### config.mk
export PLATFORM = sky130hd
export DESIGN_NAME = cplx_div_cell
export DESIGN_NICKNAME = d
export VERILOG_FILES = /design/src/cplx_pkg.sv /design/src/cplx_div_cell.sv
export SDC_FILE = /design/constraint.sdc
export NUM_CORES = 1
export LEC_CHECK = 0
export BUFFER_PORTS_ARGS = -buffer_cell sky130_fd_sc_hd__buf_2
export CAP_MARGIN = 15
export CORE_AREA = 3 3 165 167
export CTS_CLUSTER_SIZE = 25
export DETAILED_ROUTE_END_ITERATION = 7
export DIE_AREA = 0 0 168 170
export GPL_TIMING_DRIVEN = 0
export HOLD_SLACK_MARGIN = 0.12
export PLACE_DENSITY = 0.72
export SETUP_SLACK_MARGIN = 0.1
export SLEW_MARGIN = 30
export SYNTH_ARGS = -nofsm -noshare
export SYNTH_HDL_FRONTEND = slang
export SYNTH_SLANG_ARGS = --single-unit
### constraint.sdc
create_clock -name clk -period 1.1 [get_ports clk]
set_input_delay 0.11 -clock clk [delete_from_list [all_inputs] [get_ports clk]]
set_output_delay 0.11 -clock clk [all_outputs]
set_load 0.01 [all_outputs]
### src/cplx_pkg.sv
// ----------------------------------------------------------------------------
// cplx_pkg
// Shared widths, operation and status codes, pipeline structs and the
// saturation helper of the complex fixed-point ALU.
// ----------------------------------------------------------------------------
package cplx_pkg;

	localparam int W     = 16;        // operand and result part width
	localparam int F     = 8;         // fraction bits
	localparam int PW    = 2 * W;     // product width
	localparam int SW    = 2 * W + 2; // sum width with headroom
	localparam int DQW   = PW + F;    // scaled dividend / quotient width
	localparam int NCELL = DQW;       // one divider cell per quotient bit

	typedef enum logic [2:0] {
		MODE_ADD = 3'd0,
		MODE_SUB = 3'd1,
		MODE_MUL = 3'd2,
		MODE_DIV = 3'd3,
		MODE_EQ  = 3'd4
	} mode_t;

	typedef enum logic [1:0] {
		ST_OK   = 2'd0,
		ST_SAT  = 2'd1,
		ST_DIVZ = 2'd2
	} status_t;

	typedef struct packed {
		logic         sat;
		logic [W-1:0] val;
	} sat_t;

	// Beat travelling down the divider chain.
	typedef struct packed {
		logic           vld;
		logic           is_div;
		logic           divz;
		logic           equal;
		logic           pre_sat;
		logic [W-1:0]   pre_re;
		logic [W-1:0]   pre_im;
		logic           neg_re;
		logic           neg_im;
		logic [PW-1:0]  den;
		logic [PW-1:0]  rem_re;
		logic [PW-1:0]  rem_im;
		logic [DQW-1:0] dq_re;
		logic [DQW-1:0] dq_im;
	} chain_t;

	// Clamp a wide signed value to W bits.
	function automatic sat_t sat_pack(input logic signed [SW-1:0] v);
		sat_t                  r;
		logic signed [SW-1:0]  pmax;
		logic signed [SW-1:0]  nmin;
		pmax  = SW'((64'sd1 <<< (W - 1)) - 64'sd1);
		nmin  = -pmax - SW'(1);
		r.sat = 1'b0;
		r.val = v[W-1:0];
		if (v > pmax) begin
			r.sat = 1'b1;
			r.val = pmax[W-1:0];
		end else if (v < nmin) begin
			r.sat = 1'b1;
			r.val = nmin[W-1:0];
		end
		return r;
	endfunction

endpackage

### src/cplx_div_cell.sv
// ----------------------------------------------------------------------------
// cplx_div_cell
// One restoring-division step for both lanes: shift in the next dividend
// bit, compare against the divisor, subtract and emit one quotient bit.
// ----------------------------------------------------------------------------
module cplx_div_cell import cplx_pkg::*; (
	input  logic   clk,
	input  logic   arst_n,
	input  logic   en,
	input  chain_t d,
	output chain_t q
);

	chain_t        nxt;
	logic [PW:0]   r2_re, r2_im, df_re, df_im;
	logic          ge_re, ge_im;

	always_comb begin
		r2_re = {d.rem_re, d.dq_re[DQW-1]};
		r2_im = {d.rem_im, d.dq_im[DQW-1]};
		df_re = r2_re - {1'b0, d.den};
		df_im = r2_im - {1'b0, d.den};
		ge_re = r2_re >= {1'b0, d.den};
		ge_im = r2_im >= {1'b0, d.den};
		nxt        = d;
		nxt.rem_re = ge_re ? df_re[PW-1:0] : r2_re[PW-1:0];
		nxt.rem_im = ge_im ? df_im[PW-1:0] : r2_im[PW-1:0];
		nxt.dq_re  = {d.dq_re[DQW-2:0], ge_re};
		nxt.dq_im  = {d.dq_im[DQW-2:0], ge_im};
	end

	always_ff @(posedge clk or negedge arst_n) begin
		if (!arst_n) begin
			q <= '0;
		end else if (en) begin
			q <= nxt;
		end
	end

endmodule

==> flow_summary.ini, run 1 <==
[synthesis]
syn_inst = 1205
synth_ff_type = dfrtp_1
synth_top_family_by_area = compound AO/OA/AOI/OAI gates
synth_adder_area_share_pct = 6.89
synth_area_leaders = dfrtp_1, mux2_2, ha_1, nand2_1, a31oi_1
yosys.area_share.simple_pct = 11.7
synth_nets = 1489
synth_xor_area_share_pct = 3.66
netlist_area_um2 = 12200
ys_seq_area_share_pct = 44.1
yosysTopAreaCell = dfrtp_1
yosys_register_bits = 215
synth-compound-area-share_pct = 15.6
synth_top_area_share_pct = 44.1
async_flop_share_pct = 100
synth_edf_count = 0
yosys_warnings = 0
synth_mux_area_share_pct = 14.4
synth.distinct_cells = 64
syn_avg_cell_area_um2 = 10.1

[timing]
final.setup_skew_ns = 0
slew_headroom_pct = 35.8
whs_ns = -0.178
tightest_slew_ns = 0.963
timing.final.crit_share_pct = 228
fmax_mhz = 398
finalHoldViolCount = 3
fin_tns_setup_ns = -96.01
final_max_slew_viol_count = 0
setup_viol = 281
worst_slack_ns = -1.41
rsz0062_at_grt = yes
final.min_clock_period_ns = 2.51

[run_status]
status = finished with violations
violations = negative hold slack, negative setup slack

[global_route]
grt_first_pass_wirelength_mm = 83.4
grt_max_degree = 88
grt.busiest_layer = met2
grt_overflow = 0
first_global_vias = 14200
antenna_found_initial = 9
grt_use_met2_pct = 62.3
grt_usage_pct = 37.1
use_met1_pct = 46.3
gr-usage-met3_pct = 7.67

[finish]
top_regs = q: 215 flops
fillers = 1324
drive_above_1_share_pct = 49.4
largest_reg_flops = 215
fin_area_um2 = 21800
area_growth_pct = 78.4
final_nets = 2337
top_register = q
final_cells = 2414
post-route-util_pct = 84.0

[power]
power_density_nw_per_um2 = 1400
combPwrFrac_pct = 35.9
fin_total_pwr_mw = 30.5
switchingPower_mw = 10.1
worst_ir_drop_vdd_uv = 1580
pwr-share-clk_pct = 32.2
intPower_mw = 20.4
switching_share_pct = 33.0
seq_power_share_pct = 31.9
p_leak_nw = 10.1

[clocking]
cts.sinks = 215
cts_root_buf = clkbuf_16
clkTransAtPathRegs_ns = 0.07
cts_buffer_depth = 3
clock_latency_ns = 0.55
cts_tree = done
cts_buffers = 25
cts.htree.levels = 1

[drt]
drt-pass1-iter-count = 8
num_vias = 14600
routedWlPerCell_um = 26.7
drtIter0Drc = 1444
ant_nets = 0
via_per_inst = 6.06
wl_mm = 64.5
drc = 0

[setup_path]
worstSetupPathType = in2reg
cp-end-kind = register
cp_max_fo = 4
critPathSlowestCell = a311oi_4
crit_family = compound AO/OA/AOI/OAI gates
critPathMaxStageDelay_ns = 0.38
cp.arrival_ns = 2.98
cp.required_ns = 1.57
worst-path-buf-inv = 1
critPathLaunchType = primary input
crit_chain = buf_2 -> ha_2 -> fa_2 -> nor2b_2 -> o2111ai_1 -> a21o_2 -> a311oi_4 -> o31ai_2 -> o21ai_0 -> xor2_1 -> mux2i_2 -> a21oi_1

[place]
place_area_um2 = 15300
post-place-ws_ns = -2.22
io_buffers = 431
gp_congestion = 0.924
dp_cells = 1973
hpwl_mm = 35.1

[die]
die_w_um = 168
core_area_um2 = 25900
ios = 433
initial_utilization_pct = 47.1
chipHeight_um = 170
die_area_um2 = 28600
placementRows = 59

[min_path]
hold_path_class = in2reg

[flow_run]
cap_violations = 0
-- power by group through the flow --
stage / combinational (mW) / sequential [mW] / clock [mW]
after global routing: 11.4 / 9.78 / 10.1
after floorplan: 3.42 / 10.0 / 0
after detailed placement: 6.78 / 9.56 / 0
after CTS: 8.83 / 9.48 / 9.57
final: 10.9 / 9.73 / 9.80
after global placement: 6.67 / 9.50 / 0
-- logic make-up (layout without fill, tap and decap cells) --
kind of cell / Yosys count / after routing
AO/OA/AOI/OAI: 292 / 293
XOR/XNOR: 51 / 51
adder cells (fa/ha/maj): 66 / 66
buffers and inverters: 117 / 983
flip-flops: 215 / 215
multiplexers: 157 / 157
other: 0 / 7
AND/OR/NAND/NOR: 307 / 307
-- final timing paths --
path | from | end | slack [ns] | cells past startpoint
worst max-delay path | d[144] | q[138]$_DFFE_PN0P_ | -1.41 | 12
worst min-delay path | d[79] | q[112]$_DFFE_PN0P_ | -0.18 | 3
worst max register to register | q[139]$_DFFE_PN0P_ | q[139]$_DFFE_PN0P_ | -0.10 | 4
worst min register to register | q[184]$_DFFE_PN0P_ | q[184]$_DFFE_PN0P_ | 0.50 | 1
max in group asynchronous | arst_n | q[151]$_DFFE_PN0P_ | 0.31 | 3
min in group asynchronous | arst_n | q[6]$_DFFE_PN0P_ | 0.08 | 2
-- cell type report --
cell class | count | area [um^2] | share of cell area (%)
Timing Repair Buffer | 827 | 6650 | 30.5
Inverter | 49 | 228 | 1.05
Antenna cell | 7 | 17.5 | 0.0804
Sequential cell | 215 | 5380 | 24.7
Multi-Input combinational cell | 874 | 7520 | 34.5
Buffer | 61 | 621 | 2.85
Tap cell | 335 | 419 | 1.92
Clock inverter | 12 | 233 | 1.07
Clock buffer | 34 | 709 | 3.26
-- layout by cell type (no fill, tap or decap), types with 33 or more instances in the layout --
master and instances:
ha_1 37, buf_2 316, nand3_1 36, a31oi_1 42, buf_6 125, buf_4 161, nor2_1 83, dlygate4sd3_1 211
mux2_2 144, dfrtp_1 215, nand2_1 79, a21oi_1 51, a21o_1 34, inv_1 34, clkbuf_16 33
-- repair_timing --
item                                    in CTS  in global routing
pin swaps                                   50                 75
hold buffers                               204                  7
endpoints found under the hold margin      428                 11
endpoints found under the setup margin     281                368
buffers inserted                           102                 72
resized for setup                          270                168
cloned                                       5                  5
-- worst register-to-register path, delay by kind of cell, from the launching register on --
family          cells  cell delay [ns]
simple gates        1             0.24
buf+inv             2             0.28
compound gates      1             0.08
flops               1             0.42
-- Yosys cell counts (10+ instances only) --
library cell / instances
a21o_1: 35
a21oi_1: 64
a31oi_1: 52
clkbuf_1: 59
dfrtp_1: 215
ha_1: 64
inv_1: 48
mux2_2: 149
nand2_1: 98
nand3_1: 45
nand4_1: 15
nor2_1: 84
nor2b_1: 14
nor3_1: 10
o211ai_1: 10
o21a_1: 10
o21ai_0: 58
xnor2_1: 32
xor2_1: 19
-- layer usage --
metal,vias up,share of wire [%]
met5,-,0.042
met2,1081,47
met3,340,10
met4,4,6.9
met1,7122,35
li1,6071,-
No activity file was read; power rests on OpenSTA's default activity.
==> run 2, diff against run 1 <==
Settings changed: CTS_CLUSTER_DIAMETER from default to 150.
Clock period 1.1 ns to 3.2 ns, I/O delays scaled along.
==> flow_summary.ini, run 2 (synthesized netlist as in run 1, its figures left out) <==
[run_status]
status = complete, no violations

[finish]
top_register = q
largest_reg_flops = 215
fillers = 2058
area_growth_pct = 41.3
top_regs = q: 215 flops
fin_area_um2 = 17200
seqCellArea_um2 = 5380
final_cell_mix = buf_2, dfrtp_1, dlygate4sd3_1, mux2_2, nand2_1
final_common_cell = buf_2
drive_above_1_share_pct = 34.4
multi_input_area_um2 = 6470
final_nets = 2129

[die]
ios = 433
die_w_um = 168
initial_utilization_pct = 47.1
core_area_um2 = 25900
chipHeight_um = 170
die_area_um2 = 28600
placementRows = 59

[timing]
fmax_mhz = 334
setup_viol = 0
tightest_slew_ns = 0.890
rsz0062_at_grt = yes
final_max_slew_viol_count = 0
whs_ns = 0.127
finalHoldViolCount = 0
final.setup_skew_ns = 0
timing.final.crit_share_pct = 93.5
final.min_clock_period_ns = 2.99
slew_headroom_pct = 40.6

[drt]
wl_mm = 47.4
drt-pass1-iter-count = 5
num_vias = 12300
ant_nets = 0
via_per_inst = 5.61
drc = 0
drtIter0Drc = 962
routedWlPerCell_um = 21.7

[clocking]
cts.sinks = 215
cts_buffers = 12
clkTransAtPathRegs_ns = 0.10
cts.htree.levels = 1
cts_tree = done
clock_latency_ns = 0.49
cts_root_buf = clkbuf_16
cts_buffer_depth = 3

[power]
p_leak_nw = 8.14
worst_ir_drop_vdd_uv = 409
power_density_nw_per_um2 = 429

[setup_path]
cp.arrival_ns = 3.39
cp-end-kind = register
r2r_start = q[110]$_DFFE_PN0P_
critPathLaunchType = primary input
critPathMaxStageDelay_ns = 0.61
cp_max_fo = 6
r2r_end = q[110]$_DFFE_PN0P_
worstSetupPathType = in2reg
cp.required_ns = 3.60
rr_worst_depth = 3
r2r_slack_ns = 2.23
crit_chain = buf_2 -> inv_1 -> ha_1 -> and2_1 -> nand3_1 -> a211o_1 -> a311oi_4 -> o2111ai_2 -> o21ai_2 -> a31oi_4 -> or4_1 -> a31oi_1
critPathSlowestCell = or4_1

[global_route]
first_global_vias = 12400
antenna_found_initial = 7
grt_first_pass_wirelength_mm = 71.8
grt_max_degree = 88
grt_usage_pct = 31.7
grt_overflow = 0

[min_path]
holdPathStages = 3
hold_path_end = q[86]$_DFFE_PN0P_
hold_path_class = in2reg
hold_start = d[85]

[place]
io_buffers = 431
hpwl_mm = 34.7
gp_congestion = 0.915
place_area_um2 = 14900

[flow_run]
cap_violations = 0
## run 2: cell count changes in the layout (fill, tap and decap cells not counted), moves of 20 or more
cell,change
buf_4,-160
buf_6,-124
buf_2,+118
o21ai_0,+33
clkbuf_1,+29
ha_1,+27
ha_4,-21
clkbuf_16,-20
clkbuf_8,-20
## run 2: worst max-delay path: cells and delay by family
| kind | cells | cell delay [ns] |
|---|---|---|
| fa+ha+maj | 1 | 0.39 |
| compound gates | 6 | 1.56 |
| buf+inv | 2 | 0.19 |
| simple gates | 3 | 0.93 |
## run 2: how the worst max path moves through the flow
stage               startpoint                  to  slack [ns]  cells past startpoint
floorplan               d[148]  q[130]$_DFFE_PN0P_        0.39                     11
global placement        arst_n   q[88]$_DFFE_PN0P_       -1.87                      1
detailed placement      d[154]  q[114]$_DFFE_PN0P_       -0.53                     13
CTS                      d[95]  q[106]$_DFFE_PN0P_        0.10                     11
global route            d[153]  q[130]$_DFFE_PN0P_        0.04                     12
finish                  d[155]  q[130]$_DFFE_PN0P_        0.21                     12
## run 2: per-stage QoR
stage               total power, mW  std cells  utilization [%]  setup WS, ns  setup TNS (ns)
CTS                            7.36       2179             66.1         0.100               0
global route                   7.78       2185             66.5        0.0432               0
floorplan                      4.55       1205                -         0.389               0
finish                         7.41       2188             66.6         0.208               0
detailed placement             5.52       1973             57.3        -0.529          -14.56
global placement               5.47       1971             57.0         -1.87         -421.25
## run 2: timing repair
action,4_1_cts,5_1_grt
hold endpoints to repair,248,0
endpoints found under the setup margin,1,64
pin swaps,0,1
hold buffers,192,0
buffers inserted,0,1
resized for setup,2,32
## run 2: power by group
group / leakage [nW] / total (mW) / switching [mW] / internal, mW
Sequential: 2.50 / 3.25 / 0.194 / 3.06
Clock: 0.166 / 1.66 / 0.915 / 0.740
Combinational: 5.47 / 2.50 / 1.38 / 1.12
## run 2: routing by layer
metal | routed length [um] | GRT usage [%] | vias to the layer above
li1 | - | - | 5644
met1 | 19500 | 42.1 | 5906
met2 | 21900 | 50.5 | 593
met3 | 3900 | 7.43 | 117
met4 | 2040 | 12.5 | 4
met5 | 34 | 0 | -
## run 2: final cells by class
class                           instances  area share (%)
Timing Repair Buffer                  626            24.1
Sequential cell                       215            31.2
Tap cell                              335            2.43
Clock buffer                           13            1.89
Multi-Input combinational cell        873            37.5
Buffer                                 68            1.63
Inverter                               49            1.07
Clock inverter                          1          0.0653
Antenna cell                            8           0.116
